File: src/ttl_pkg.sv
// shared types, constants and glyph table of the temperature to lcd digit stream
// no dependencies
package ttl_pkg;

   localparam int MAX_DIGITS  = 3;
   localparam int LIMIT       = 10 ** MAX_DIGITS - 1;
   localparam int MAG_W       = $clog2(LIMIT + 1);
   localparam int NDIG_W      = $clog2(MAX_DIGITS + 1);
   localparam int DIG_IDX_W   = (MAX_DIGITS > 1) ? $clog2(MAX_DIGITS) : 1;
   localparam int SAMPLE_W    = 12;
   localparam int COL_W       = 8;
   localparam int DEN_W       = 12;
   localparam int NUM_W       = 21;
   localparam int NUM_MAG_W   = 20;
   localparam int DIV_CNT_W   = $clog2(NUM_MAG_W);
   localparam int GLYPH_BYTES = 9;
   localparam int GLYPH_LEN   = GLYPH_BYTES + 3;
   localparam int BYTE_IDX_W  = $clog2(GLYPH_LEN);

   localparam int CSR_IDX_W   = 2;
   localparam int CSR_DATA_W  = 12;
   localparam logic [CSR_IDX_W-1:0] CSR_CAL30  = 2'd0;
   localparam logic [CSR_IDX_W-1:0] CSR_CAL85  = 2'd1;
   localparam logic [CSR_IDX_W-1:0] CSR_COLUMN = 2'd2;

   localparam logic [SAMPLE_W-1:0] CAL30_RESET  = 12'd0;
   localparam logic [SAMPLE_W-1:0] CAL85_RESET  = 12'hFFF;
   localparam logic [COL_W-1:0]    COLUMN_RESET = 8'd123;

   localparam logic [7:0] PAGE_CMD    = 8'hB0;
   localparam logic [7:0] COL_LOW_CMD = 8'h00;
   localparam logic [7:0] COL_HI_CMD  = 8'h10;

   localparam logic [BYTE_IDX_W-1:0] BYTE_PAGE   = 4'd0;
   localparam logic [BYTE_IDX_W-1:0] BYTE_COL_LO = 4'd1;
   localparam logic [BYTE_IDX_W-1:0] BYTE_COL_HI = 4'd2;

   localparam logic [3:0] SYM_PLUS  = 4'd0;
   localparam logic [3:0] SYM_MINUS = 4'd1;
   localparam logic [3:0] SYM_DIGIT = 4'd2;

   localparam logic [7:0] GLYPH_ROM [12][GLYPH_BYTES] = '{
      '{8'h20, 8'h20, 8'h20, 8'h20, 8'hF8, 8'h20, 8'h20, 8'h20, 8'h20},
      '{8'h00, 8'h00, 8'h00, 8'h00, 8'hF8, 8'h00, 8'h00, 8'h00, 8'h00},
      '{8'h78, 8'hFC, 8'hCC, 8'hCC, 8'hCC, 8'hCC, 8'hCC, 8'hFC, 8'h78},
      '{8'h3C, 8'h3C, 8'h30, 8'h30, 8'h30, 8'h30, 8'h30, 8'hFC, 8'hFC},
      '{8'hFC, 8'hFC, 8'hC0, 8'hC0, 8'hFC, 8'h0C, 8'h0C, 8'hFC, 8'hFC},
      '{8'hFC, 8'hFC, 8'hC0, 8'hC0, 8'hFC, 8'hC0, 8'hC0, 8'hFC, 8'hFC},
      '{8'hCC, 8'hCC, 8'hCC, 8'hFC, 8'hFC, 8'hC0, 8'hC0, 8'hC0, 8'hC0},
      '{8'hFC, 8'hFC, 8'h0C, 8'h0C, 8'hFC, 8'hFC, 8'hC0, 8'hFC, 8'hFC},
      '{8'hFC, 8'hFC, 8'h0C, 8'hFC, 8'hFC, 8'hCC, 8'hCC, 8'hFC, 8'hFC},
      '{8'hFC, 8'hFC, 8'hC0, 8'hC0, 8'hE0, 8'h70, 8'h30, 8'h30, 8'h30},
      '{8'hFC, 8'hFC, 8'hCC, 8'hCC, 8'hFC, 8'hCC, 8'hCC, 8'hFC, 8'hFC},
      '{8'hFC, 8'hFC, 8'hCC, 8'hCC, 8'hFC, 8'hFC, 8'hC0, 8'hFC, 8'hFC}
   };

   // one converted reading, handed from the front to the back
   typedef struct packed {
      logic                        positive;
      logic [NDIG_W-1:0]           ndig;
      logic [MAX_DIGITS-1:0][3:0]  digits;
   } ttl_entry_type;

endpackage

File: src/ttl_fifo.sv
// two-entry queue of converted readings between front and back
// depends on ttl_pkg
module ttl_fifo
   import ttl_pkg::*;
(
   input  logic          clock,
   input  logic          reset,
   input  logic          push,
   input  ttl_entry_type push_data,
   output logic          full,
   input  logic          pop,
   output logic          empty,
   output ttl_entry_type head
);

   ttl_entry_type entry_ff [2];
   logic       wr_ptr_ff, wr_ptr_in;
   logic       rd_ptr_ff, rd_ptr_in;
   logic [1:0] count_ff,  count_in;

   assign full  = (count_ff == 2'd2);
   assign empty = (count_ff == 2'd0);
   assign head  = entry_ff[rd_ptr_ff];

   always_comb begin
      wr_ptr_in = wr_ptr_ff ^ push;
      rd_ptr_in = rd_ptr_ff ^ pop;
      count_in  = count_ff + 2'(push) - 2'(pop);
   end

   always_ff @(posedge clock) begin
      if (push) begin
         entry_ff[wr_ptr_ff] <= push_data;
      end
      if (reset) begin
         wr_ptr_ff <= 1'b0;
         rd_ptr_ff <= 1'b0;
         count_ff  <= 2'd0;
      end else begin
         wr_ptr_ff <= wr_ptr_in;
         rd_ptr_ff <= rd_ptr_in;
         count_ff  <= count_in;
      end
   end

endmodule

File: src/ttl_front.sv
// front part: takes a sample, runs the calibration divide, saturates and
// converts to decimal digits; depends on ttl_pkg
module ttl_front
   import ttl_pkg::*;
(
   input  logic                clock,
   input  logic                reset,
   input  logic                in_valid,
   output logic                in_ready,
   input  logic [SAMPLE_W-1:0] sample,
   input  logic [SAMPLE_W-1:0] cal30,
   input  logic [SAMPLE_W-1:0] cal85,
   output logic                push,
   output ttl_entry_type       push_data,
   input  logic                full
);

   typedef enum logic [2:0] {
      ST_IDLE, ST_CALC, ST_DIVIDE, ST_SAT, ST_CONVERT, ST_PUSH
   } state_type;

   state_type                  state_ff, state_in;
   logic [SAMPLE_W-1:0]        sample_ff, sample_in;
   logic [NUM_MAG_W-1:0]       quo_ff, quo_in;
   logic [DEN_W-1:0]           rem_ff, rem_in;
   logic [DEN_W-1:0]           den_ff, den_in;
   logic                       neg_ff, neg_in;
   logic                       pos_ff, pos_in;
   logic [DIV_CNT_W-1:0]       cnt_ff, cnt_in;
   logic [MAG_W-1:0]           bin_ff, bin_in;
   logic [MAX_DIGITS-1:0][3:0] bcd_ff, bcd_in;

   logic signed [DEN_W:0]      diff_c, den_c;
   logic signed [NUM_W-1:0]    num_c;
   logic [NUM_W-1:0]           num_abs;
   logic [DEN_W:0]             den_abs;
   logic [DEN_W:0]             trial_c, sub_c;
   logic                       fit_c;
   logic [MAX_DIGITS-1:0][3:0] adj_c;
   logic [NDIG_W-1:0]          ndig_c;

   assign in_ready = (state_ff == ST_IDLE);
   assign push     = (state_ff == ST_PUSH) && !full;

   always_comb begin
      diff_c  = $signed({1'b0, sample_ff}) - $signed({1'b0, cal30});
      den_c   = $signed({1'b0, cal85}) - $signed({1'b0, cal30});
      num_c   = NUM_W'(diff_c) * 21'sd55 + NUM_W'(den_c) * 21'sd30;
      num_abs = num_c[NUM_W-1] ? NUM_W'(-num_c) : NUM_W'(num_c);
      den_abs = den_c[DEN_W] ? (DEN_W+1)'(-den_c) : (DEN_W+1)'(den_c);

      trial_c = {rem_ff, quo_ff[NUM_MAG_W-1]};
      sub_c   = trial_c - {1'b0, den_ff};
      fit_c   = (trial_c >= {1'b0, den_ff});

      for (int i = 0; i < MAX_DIGITS; i++) begin
         adj_c[i] = (bcd_ff[i] >= 4'd5) ? bcd_ff[i] + 4'd3 : bcd_ff[i];
      end

      ndig_c = NDIG_W'(1);
      for (int i = 1; i < MAX_DIGITS; i++) begin
         if (bcd_ff[i] != 4'd0) begin
            ndig_c = NDIG_W'(i + 1);
         end
      end
      push_data.positive = pos_ff;
      push_data.ndig     = ndig_c;
      push_data.digits   = bcd_ff;
   end

   always_comb begin
      state_in  = state_ff;
      sample_in = sample_ff;
      quo_in    = quo_ff;
      rem_in    = rem_ff;
      den_in    = den_ff;
      neg_in    = neg_ff;
      pos_in    = pos_ff;
      cnt_in    = cnt_ff;
      bin_in    = bin_ff;
      bcd_in    = bcd_ff;
      unique case (state_ff)
         ST_IDLE: begin
            if (in_valid) begin
               sample_in = sample;
               state_in  = ST_CALC;
            end
         end
         ST_CALC: begin
            quo_in = num_abs[NUM_MAG_W-1:0];
            rem_in = '0;
            den_in = den_abs[DEN_W-1:0];
            neg_in = num_c[NUM_W-1] ^ den_c[DEN_W];
            cnt_in = '0;
            bcd_in = '0;
            if (den_c == '0) begin
               // equal calibration points read as the positive limit
               bin_in   = MAG_W'(LIMIT);
               pos_in   = 1'b1;
               state_in = ST_CONVERT;
            end else begin
               state_in = ST_DIVIDE;
            end
         end
         ST_DIVIDE: begin
            rem_in = fit_c ? sub_c[DEN_W-1:0] : trial_c[DEN_W-1:0];
            quo_in = {quo_ff[NUM_MAG_W-2:0], fit_c};
            cnt_in = cnt_ff + DIV_CNT_W'(1);
            if (cnt_ff == DIV_CNT_W'(NUM_MAG_W - 1)) begin
               state_in = ST_SAT;
            end
         end
         ST_SAT: begin
            bin_in   = (quo_ff > NUM_MAG_W'(LIMIT)) ? MAG_W'(LIMIT)
                                                    : quo_ff[MAG_W-1:0];
            pos_in   = !neg_ff && (quo_ff != '0);
            cnt_in   = '0;
            state_in = ST_CONVERT;
         end
         ST_CONVERT: begin
            // shift-and-add-3 binary to decimal, one bit per cycle
            bcd_in = (MAX_DIGITS*4)'({adj_c, bin_ff[MAG_W-1]});
            bin_in = {bin_ff[MAG_W-2:0], 1'b0};
            cnt_in = cnt_ff + DIV_CNT_W'(1);
            if (cnt_ff == DIV_CNT_W'(MAG_W - 1)) begin
               state_in = ST_PUSH;
            end
         end
         ST_PUSH: begin
            if (!full) begin
               state_in = ST_IDLE;
            end
         end
         default: begin
            state_in = ST_IDLE;
         end
      endcase
   end

   always_ff @(posedge clock) begin
      sample_ff <= sample_in;
      quo_ff    <= quo_in;
      rem_ff    <= rem_in;
      den_ff    <= den_in;
      neg_ff    <= neg_in;
      pos_ff    <= pos_in;
      cnt_ff    <= cnt_in;
      bin_ff    <= bin_in;
      bcd_ff    <= bcd_in;
      if (reset) begin
         state_ff <= ST_IDLE;
      end else begin
         state_ff <= state_in;
      end
   end

endmodule

File: src/ttl_back.sv
// back part: walks one queued reading glyph by glyph and drives the byte stream
// depends on ttl_pkg
module ttl_back
   import ttl_pkg::*;
(
   input  logic             clock,
   input  logic             reset,
   input  logic             empty,
   input  ttl_entry_type    head,
   output logic             pop,
   input  logic [COL_W-1:0] column,
   output logic             out_valid,
   input  logic             out_ready,
   output logic [7:0]       out_byte,
   output logic             out_is_data,
   output logic             out_last
);

   logic [NDIG_W-1:0]     glyph_ff, glyph_in;
   logic [BYTE_IDX_W-1:0] byte_ff,  byte_in;
   logic                  valid_ff, valid_in;
   logic [7:0]            data_ff,  data_in;
   logic                  is_data_ff, is_data_in;
   logic                  last_ff,  last_in;

   logic                  load_c;
   logic                  end_c;
   logic [NDIG_W-1:0]     page_c;
   logic [7:0]            page8_c;
   logic [NDIG_W-1:0]     dig_pos_c;
   logic [3:0]            sym_c;
   logic [BYTE_IDX_W-1:0] rom_idx_c;
   logic [7:0]            byte_c;

   assign out_valid   = valid_ff;
   assign out_byte    = data_ff;
   assign out_is_data = is_data_ff;
   assign out_last    = last_ff;
   assign load_c      = !empty && (!valid_ff || out_ready);
   assign end_c       = (glyph_ff == head.ndig) &&
                        (byte_ff == BYTE_IDX_W'(GLYPH_LEN - 1));
   assign pop         = load_c && end_c;

   always_comb begin
      page_c    = (glyph_ff == '0) ? head.ndig : head.ndig - glyph_ff;
      page8_c   = 8'(page_c);
      if (page8_c > 8'd7) begin
         page8_c = 8'd7;
      end
      dig_pos_c = head.ndig - glyph_ff;
      if (glyph_ff == '0) begin
         sym_c = head.positive ? SYM_PLUS : SYM_MINUS;
      end else begin
         sym_c = head.digits[dig_pos_c[DIG_IDX_W-1:0]] + SYM_DIGIT;
      end
      rom_idx_c = byte_ff - BYTE_IDX_W'(3);
      case (byte_ff)
         BYTE_PAGE:   byte_c = PAGE_CMD + (8'd7 - page8_c);
         BYTE_COL_LO: byte_c = COL_LOW_CMD + {4'd0, column[3:0]};
         BYTE_COL_HI: byte_c = COL_HI_CMD + {4'd0, column[7:4]};
         default:     byte_c = GLYPH_ROM[sym_c][rom_idx_c];
      endcase
   end

   always_comb begin
      glyph_in   = glyph_ff;
      byte_in    = byte_ff;
      valid_in   = valid_ff && !out_ready;
      data_in    = data_ff;
      is_data_in = is_data_ff;
      last_in    = last_ff;
      if (load_c) begin
         valid_in   = 1'b1;
         data_in    = byte_c;
         is_data_in = (byte_ff > BYTE_COL_HI);
         last_in    = end_c;
         if (end_c) begin
            glyph_in = '0;
            byte_in  = '0;
         end else if (byte_ff == BYTE_IDX_W'(GLYPH_LEN - 1)) begin
            glyph_in = glyph_ff + NDIG_W'(1);
            byte_in  = '0;
         end else begin
            byte_in  = byte_ff + BYTE_IDX_W'(1);
         end
      end
   end

   always_ff @(posedge clock) begin
      data_ff    <= data_in;
      is_data_ff <= is_data_in;
      last_ff    <= last_in;
      if (reset) begin
         glyph_ff <= '0;
         byte_ff  <= '0;
         valid_ff <= 1'b0;
      end else begin
         glyph_ff <= glyph_in;
         byte_ff  <= byte_in;
         valid_ff <= valid_in;
      end
   end

endmodule

File: src/temperature_to_lcd_digit_stream.sv
// top level: sensor sample in, lcd command and glyph byte stream out
// depends on ttl_pkg, ttl_front, ttl_fifo, ttl_back
//
//   channel  dir  handshake             payload
//   req      in   req_tvalid/tready     tdata[11:0] sample
//   rsp      out  rsp_tvalid/tready     tdata[7:0] lcd_byte, tuser[0] is_data, tlast last
//   csr      in   csr_we                csr_index, csr_wdata
//
// in the front a sample passes load, setup, 20 divide steps, saturate,
// 10 decimal shift steps and queue write; the divide loop has the most steps
// the back sends 12 bytes per glyph, one per cycle unless stalled, 24 to 48 per sample
// reset is synchronous, active high, and clears queue, back counters and handshakes
// a low rsp_tready holds the output byte; the two-entry queue lets the front
// take and convert further samples meanwhile
module temperature_to_lcd_digit_stream
   import ttl_pkg::*;
(
   input  logic                  clock,
   input  logic                  reset,
   input  logic                  req_tvalid,
   output logic                  req_tready,
   input  logic [15:0]           req_tdata,   // [11:0] sample
   output logic                  rsp_tvalid,
   input  logic                  rsp_tready,
   output logic [7:0]            rsp_tdata,   // [7:0] lcd_byte
   output logic [0:0]            rsp_tuser,   // [0] is_data
   output logic                  rsp_tlast,
   input  logic                  csr_we,
   input  logic [CSR_IDX_W-1:0]  csr_index,
   input  logic [CSR_DATA_W-1:0] csr_wdata
);

   logic [SAMPLE_W-1:0] cal30_ff, cal30_in;
   logic [SAMPLE_W-1:0] cal85_ff, cal85_in;
   logic [COL_W-1:0]    column_ff, column_in;

   logic          push, full, pop, empty;
   ttl_entry_type push_data, head;

   always_comb begin
      cal30_in  = cal30_ff;
      cal85_in  = cal85_ff;
      column_in = column_ff;
      if (csr_we) begin
         unique case (csr_index)
            CSR_CAL30:  cal30_in  = csr_wdata[SAMPLE_W-1:0];
            CSR_CAL85:  cal85_in  = csr_wdata[SAMPLE_W-1:0];
            CSR_COLUMN: column_in = csr_wdata[COL_W-1:0];
            default:    ;
         endcase
      end
   end

   always_ff @(posedge clock) begin
      if (reset) begin
         cal30_ff  <= CAL30_RESET;
         cal85_ff  <= CAL85_RESET;
         column_ff <= COLUMN_RESET;
      end else begin
         cal30_ff  <= cal30_in;
         cal85_ff  <= cal85_in;
         column_ff <= column_in;
      end
   end

   ttl_front u_front (
      .clock     (clock),
      .reset     (reset),
      .in_valid  (req_tvalid),
      .in_ready  (req_tready),
      .sample    (req_tdata[SAMPLE_W-1:0]),
      .cal30     (cal30_ff),
      .cal85     (cal85_ff),
      .push      (push),
      .push_data (push_data),
      .full      (full)
   );

   ttl_fifo u_fifo (
      .clock     (clock),
      .reset     (reset),
      .push      (push),
      .push_data (push_data),
      .full      (full),
      .pop       (pop),
      .empty     (empty),
      .head      (head)
   );

   ttl_back u_back (
      .clock       (clock),
      .reset       (reset),
      .empty       (empty),
      .head        (head),
      .pop         (pop),
      .column      (column_ff),
      .out_valid   (rsp_tvalid),
      .out_ready   (rsp_tready),
      .out_byte    (rsp_tdata),
      .out_is_data (rsp_tuser[0]),
      .out_last    (rsp_tlast)
   );

endmodule

File: config.mk
export PLATFORM = sky130hd
export DESIGN_NAME = temperature_to_lcd_digit_stream
export DESIGN_NICKNAME = d
export VERILOG_FILES = /design/src/ttl_pkg.sv /design/src/ttl_fifo.sv /design/src/ttl_front.sv /design/src/ttl_back.sv /design/src/temperature_to_lcd_digit_stream.sv
export SDC_FILE = /design/constraint.sdc
export NUM_CORES = 1
export LEC_CHECK = 0
export BUFFER_PORTS_ARGS = -buffer_cell sky130_fd_sc_hd__buf_2
export CAP_MARGIN = 0
export CORE_ASPECT_RATIO = 0.7
export CORE_MARGIN = 2
export CORE_UTILIZATION = 35
export CTS_CLUSTER_DIAMETER = 100
export CTS_CLUSTER_SIZE = 10
export DETAILED_ROUTE_END_ITERATION = 8
export PLACE_DENSITY = 0.48
export SETUP_SLACK_MARGIN = 0.4
export SLEW_MARGIN = 20
export SYNTH_ARGS = -nofsm -noshare
export SYNTH_HDL_FRONTEND = slang
export SYNTH_SLANG_ARGS = --single-unit
File: constraint.sdc
create_clock -name clock -period 9.2 [get_ports clock]
set_clock_uncertainty 0.15 [all_clocks]
set_input_delay 0.92 -clock clock [delete_from_list [all_inputs] [get_ports clock]]
set_output_delay 0.92 -clock clock [all_outputs]
set_load 0.03 [all_outputs]
==> summary.txt, run 1 <==
Final layout
  – NumNets Final: 1818
  – Antenna Cells: 0
  – P&R area growth vs syn: 12.4%
  – Layout cells sized above 1: 10.6%

Run status
  – Status: completed

STA
  – Max Clk Rate: 119 MHz
  – Period utilization: 91.5%
  – Minimum clock period: 8.42 ns
  – RSZ-0062 raised after global routing: no
  – Setup_tns: 0 ns
  – Endpoints failing setup: 0
  – Relative slew margins: 40.4%
  – Final hold vios: 0
  – Pins Over Slew Limit: 0
  – Pin slew with the least headroom to its limit: a little under 0.9 ns

Floorplan
  – FP Rows: 61
  – I/O pin count: 47
  – Die ar.: 42400 µm²
  – Die Y: around 170 µm
  – Core area: between 30000 and 40000 µm²
  – Die Span X: approximately 250 µm
  – Initial Util: 35.7%

Clock network
  – Hold_buf cts: 0
  – Total clock sinks: around 170
  – Clock Tree Root: clkbuf_16
  – H-tree levels: 4
  – Clock Tree Buf Depth: 2
  – Clock latency on the worst-skew pair: 0.45 ns
  – Total CTS buffers: 17
  – CTS tree: done
  – Reg clk slew, reported paths: roughly 0.07 ns

Synth
  – Synth warnings: 0
  – Post-Synthesis Cells: 1518
  – FF+latch count, synth: 171
  – Most common cell in the netlist: inv_1
  – Main area contributors after synthesis: edfxtp_1, ha_1, fa_1, dfxtp_1, inv_1
  – Syn_nets: 1771
  – Most frequent cells after synthesis: inv_1, nor2_1, ha_1, edfxtp_1, nand2_1
  – Yosys top cell area share: 26.3%
  – Post-synthesis async set-or-reset flop share: 0%
  – Synthesized cell area: about 14000 µm²
  – Seq/Total Area, Yosys: 32.7%
  – Post-synth EDFFs: ~130
  – Library cells used by synthesis: 80
  – Syn_area_per_cell: 9.41 µm²
  – Cell type with the largest total area after synthesis: edfxtp_1
  – Most used DFF post-synth: edfxtp_1

Setup path
  – Crit path max fanout: 5
  – Most common cell on crit path: fa_1
  – Crit start category: flop
  – Worst Setup SP: cal30_ff[1]
  – Critical Path End Type: flop
  – CP max-delay cell: fa_1
  – Worst EP arrival: 8.48 ns
  – Worst path required time: ~9 ns
  – Worst flop-to-flop path startpoint: cal30_ff[1]
  – Biggest cell delay along the critical path: ~0.55 ns
  – WS Path Type: reg -> reg

Routing
  – Detailed-route via count: about 11000
  – DRT iter0 DRCs: 689
  – Routed Antenna Nets: 0
  – Detailed-route DRC error count: 0
  – Drt first pass iters: 5
  – Avg WL per Cell: ~16 µm
  – Detailed Route WL: 34.7 mm
  – Vias/cell: 5.02

Run
  – Max-cap violation count: 0

Global route
  – Gr usage total: 16.7%
  – Total congestion overflow: 0
  – Number of global-route vias before repair: 9749
  – Largest net degree at the start of global routing: 48
  – Initial antenna violation count: 0
  – First-pass GRT wire length: 55.5 mm

Hold path
  – HP Start: column_ff[7]
  – HP Class: reg -> reg

Placed design
  – GP Congestion: 0.858
  – Hpwl dp: 27.5 mm
  – I/O Buffers: 42
[repair_timing]
item,in CTS,in global routing
endpoints found under the hold margin,0,0
pin swaps,0,12
setup buffers,0,6
setup endpoints to repair,19,20
resized for setup,6,44
gates cloned,0,0
[sequential cells by signal, summed over array words and instances, names as in the netlist, 2 cells and up]
name and cells:
u_front.rem_ff 12, cal30_ff 12, u_front.push_data 12, u_front.quo_ff 20, u_front.sample_ff 12, u_front.bin_ff 10
cal85_ff 12, u_back.glyph_ff 2, u_front.state_ff 3, u_fifo.count_ff 2, u_back.out_byte 8, u_front.cnt_ff 5
u_fifo.entry_ff 30, u_back.byte_ff 4, column_ff 8, u_front.den_ff 12
[stage by stage]
stage	utilization, %	cells	worst slack (ns)	area, µm²	hold WS (ns)
floorplan	-	1518	0.947	14300	0.271
global placement	37.9	2075	0.270	15100	0.304
detailed placement	37.9	2075	0.222	15100	0.307
CTS	39.5	2107	0.406	15800	0.317
global route	40.1	2113	0.361	16000	0.339
finish	40.1	2113	0.781	16000	0.316
[worst max-delay path: cells and delay by family, from the launching register on]
kind | cells | cell delay (ns)
adders and majority gates | 9 | 3.76
AOI/OAI and AO/OA | 9 | 1.67
and+or+nand+nor | 7 | 1.13
buffers and inverters | 5 | 0.47
DFF | 1 | 0.36
xor gates and xnor gates | 2 | 0.35
muxes | 1 | 0.27
[worst paths after layout]
kind	slack, ns	cells after the start	to
worst max-delay path	0.78	33	u_front.quo_ff[18]
worst min-delay path	0.32	2	column_ff[7]
worst min register to register	0.32	2	column_ff[7]
worst max register to register	0.78	33	u_front.quo_ff[18]
[kinds of logic (layout without fill, tap and decap cells)]
kind of cell,count (synthesis),in the layout,synth area share (%)
flip-flops,171,171,32.7
AO/OA/AOI/OAI,305,305,13.8
adder cells (fa/ha/maj),218,218,22.9
buffers and inverters,248,308,6.76
XOR/XNOR,102,102,6.35
multiplexers,32,32,2.69
AND/OR/NAND/NOR,442,442,14.8
[placed cells by master (no fill, tap or decap), types with 12 or more instances in the layout]
cell / synthesis / final
inv_1: 206 / 205
nor2_1: 160 / 157
ha_1: 146 / 143
edfxtp_1: 125 / 125
nand2_1: 111 / 110
a21oi_1: 103 / 100
fa_1: 72 / 71
xnor2_1: 71 / 66
o21ai_0: 62 / 55
dfxtp_1: 46 / 46
buf_2: 2 / 42
nor3_1: 30 / 29
xor2_1: 30 / 27
buf_4: 1 / 26
nand2b_1: 21 / 20
mux2i_1: 19 / 19
nand3b_1: 19 / 19
nand3_1: 18 / 18
clkbuf_16: 0 / 17
a21o_1: 16 / 16
nor2b_1: 15 / 15
o21a_1: 14 / 14
a211oi_1: 13 / 13
nand4_1: 12 / 12
a31oi_1: 14 / 12
[layout make-up]
type | count | area, µm²
timing repair buffer | 69 | 425
fill | 4023 | 23900
sequential | 171 | 4670
tap | 535 | 669
clock inverter | 15 | 200
clock buffer | 17 | 425
multi-input combinational | 1099 | 8870
inverter | 207 | 777
[per-layer routing]
layer | part of all wire, % | GRT usage [%]
met1 | 57 | 28.4
met2 | 37 | 20.9
met5 | 0 | 0
met4 | 1.0 | 3.43
met3 | 4.8 | 3.04
Power of run 1 is not shown: default switching activity piles up to over one toggle a cycle in this logic, so the estimate is an artifact.
==> run 2, diff against run 1 <==
==> constraint.sdc (replaced) <==
create_clock -name clock -period 9.3 [get_ports clock]
set_clock_uncertainty 0.15 [all_clocks]
set_input_delay 0.93 -clock clock [delete_from_list [all_inputs] [get_ports clock]]
set_output_delay 0.93 -clock clock [all_outputs]
set_load 0.03 [all_outputs]
==> summary.txt, run 2 (synthesis results as in run 1) <==
Clock network
  – Clock Tree Buf Depth: 2 (unchanged)
  – Hold_buf cts: 0 (unchanged)
  – Clock Tree Root: clkbuf_16
  – CTS tree: done
  – H-tree levels: 4 (unchanged)
  – Total CTS buffers: 17 (unchanged)
  – Reg clk slew, reported paths: 0.08 ns (about the same)
  – Clock latency on the worst-skew pair: 0.44 ns (about the same)
  – Total clock sinks: 171 (unchanged)

Final layout
  – P&R area growth vs syn: 11.7%
  – # fillers: 4056 (+0.82%)
  – Final Non-Filler Cells: 2117 (+0.19%)
  – Most flop-heavy register: u_fifo.entry_ff
  – NumNets Final: 1822 (+0.22%)
  – Biggest regs: u_fifo.entry_ff (30), u_front.quo_ff (20)
  – Commonest non-fill, non-tap cell in the layout: inv_1
  – Max reg flops: 30 (unchanged)
  – Layout cells sized above 1: 10.1% (-0.47 points)
  – Antenna Cells: 0 (unchanged)
  – Commonest cells after routing, fill and taps aside: inv_1, nor2_1, ha_1, edfxtp_1, nand2_1

Global route
  – Total congestion overflow: 0 (unchanged)
  – Largest net degree at the start of global routing: 48 (unchanged)
  – Gr usage total: 17.0% (+0.27 points)
  – Number of global-route vias before repair: 9849 (+1.0%)
  – Initial antenna violation count: 0 (unchanged)
  – First-pass GRT wire length: 56.4 mm (+1.6%)

Floorplan
  – Core area: 40000 µm² (unchanged)
  – Die Y: 173 µm (unchanged)
  – I/O pin count: 47 (unchanged)
  – Die Span X: 245 µm (unchanged)
  – Die ar.: 42400 µm² (unchanged)
  – Initial Util: 35.7% (unchanged)
  – FP Rows: 61 (unchanged)

Setup path
  – Most common cell on crit path: fa_1
  – Family with the most delay on the worst path: adder cells
  – CP max-delay cell: fa_1
  – Worst EP arrival: 8.58 ns (+0.10 ns)
  – Critical Path End Type: flop
  – Crit path max fanout: 5 (unchanged)
  – Worst path required time: 9.35 ns (+0.09 ns)
  – R2R Setup Slk: 0.77 ns (about the same)
  – CP bufs+invs: 5 (unchanged)
  – WS Path Type: reg -> reg
  – Crit start category: flop
  – Biggest cell delay along the critical path: 0.56 ns (about the same)

STA
  – Minimum clock period: 8.53 ns (+0.108 ns)
  – Setup_tns: 0 ns (unchanged)
  – Period utilization: 91.7% (+0.18 points)
  – Final hold vios: 0 (unchanged)
  – Pin slew with the least headroom to its limit: 1.06 ns (+0.171 ns)
  – Final WS setup: 0.772 ns (-0.00845 ns)
  – Relative slew margins: 28.7% (-12 points)
  – Max Clk Rate: 117 MHz (-1.3%)
  – RSZ-0062 raised after global routing: yes
  – Endpoints failing setup: 0 (unchanged)
  – Worst hold slack: 0.312 ns (-0.00424 ns)
  – Pins Over Slew Limit: 0 (unchanged)

Placed design
  – I/O Buffers: 42 (unchanged)
  – Hpwl dp: 27.9 mm (+1.5%)
  – Dpl cells: 2081 (+0.29%)
  – Post-Place Worst Slack: 0.411 ns (+0.189 ns)
  – GP Congestion: 0.869 (+1.3%)

Routing
  – Routed Antenna Nets: 0 (unchanged)
  – Total length of routed met2 wires: 13.2 mm (+3.8%)
  – Max Used Layer: met4
  – M1 wire length: 20.6 mm (+3.5%)
  – Detailed-route via count: 10700 (+0.42%)
  – Avg WL per Cell: 16.7 µm (+1.8%)
  – Detailed-route DRC error count: 0 (unchanged)
  – Detailed Route WL: 35.4 mm (+2.0%)
  – Met3 wire len: 1.27 mm (-23%)
  – Vias/cell: 5.03 (+0.23%)
  – DRT iter0 DRCs: 732 (+6.2%)
  – Drt first pass iters: 8 (+3)

Run
  – Max-cap violation count: 0 (unchanged)

Hold path
  – HP Class: reg -> reg

Run status
  – Status: completed
## run 2: worst paths after layout
check | startpoint | end | depth (start not counted)
worst max-delay path | cal30_ff[1] | u_front.quo_ff[18] | 30
worst min-delay path | column_ff[7] | column_ff[7] | 2
worst min register to register | column_ff[7] | column_ff[7] | 2
worst max register to register | cal30_ff[1] | u_front.quo_ff[18] | 30
## run 2: final cells by class
type                       count  area [µm²]  area share, %
sequential                   171        4670           29.3
clock inverter                14         148          0.926
timing repair buffer          73         455           2.86
inverter                     207         777           4.87
clock buffer                  18         429           2.69
tap                          535         669           4.20
multi-input combinational   1099        8790           55.1
## run 2: worst min-delay path, stage by stage, from the launching register on
cell and delay, ns:
dfxtp_1 0.31, nand2_1 0.05, a21oi_1 0.05
## run 2: through the flow
step	utilization, %	instance area, µm²
6_report	39.9	15900
3_5_place_dp	38.0	15200
3_3_place_gp	38.0	15200
2_1_floorplan	-	14300
4_1_cts	39.5	15800
5_1_grt	39.9	15900
## run 2: layer usage
layer,up-vias,GRT usage (%)
met2,192,21.3
met3,13,2.19
met4,0,3.18
li1,5352,-
met1,5099,29.5
met5,-,0
## run 2: what timing repair did
item	in CTS	in global routing
gates resized for setup	3	33
pin swaps	0	8
setup buffers	0	4
gates cloned	0	0
endpoints found under the setup margin	1	20
Power of run 2 is left out for the same reason.
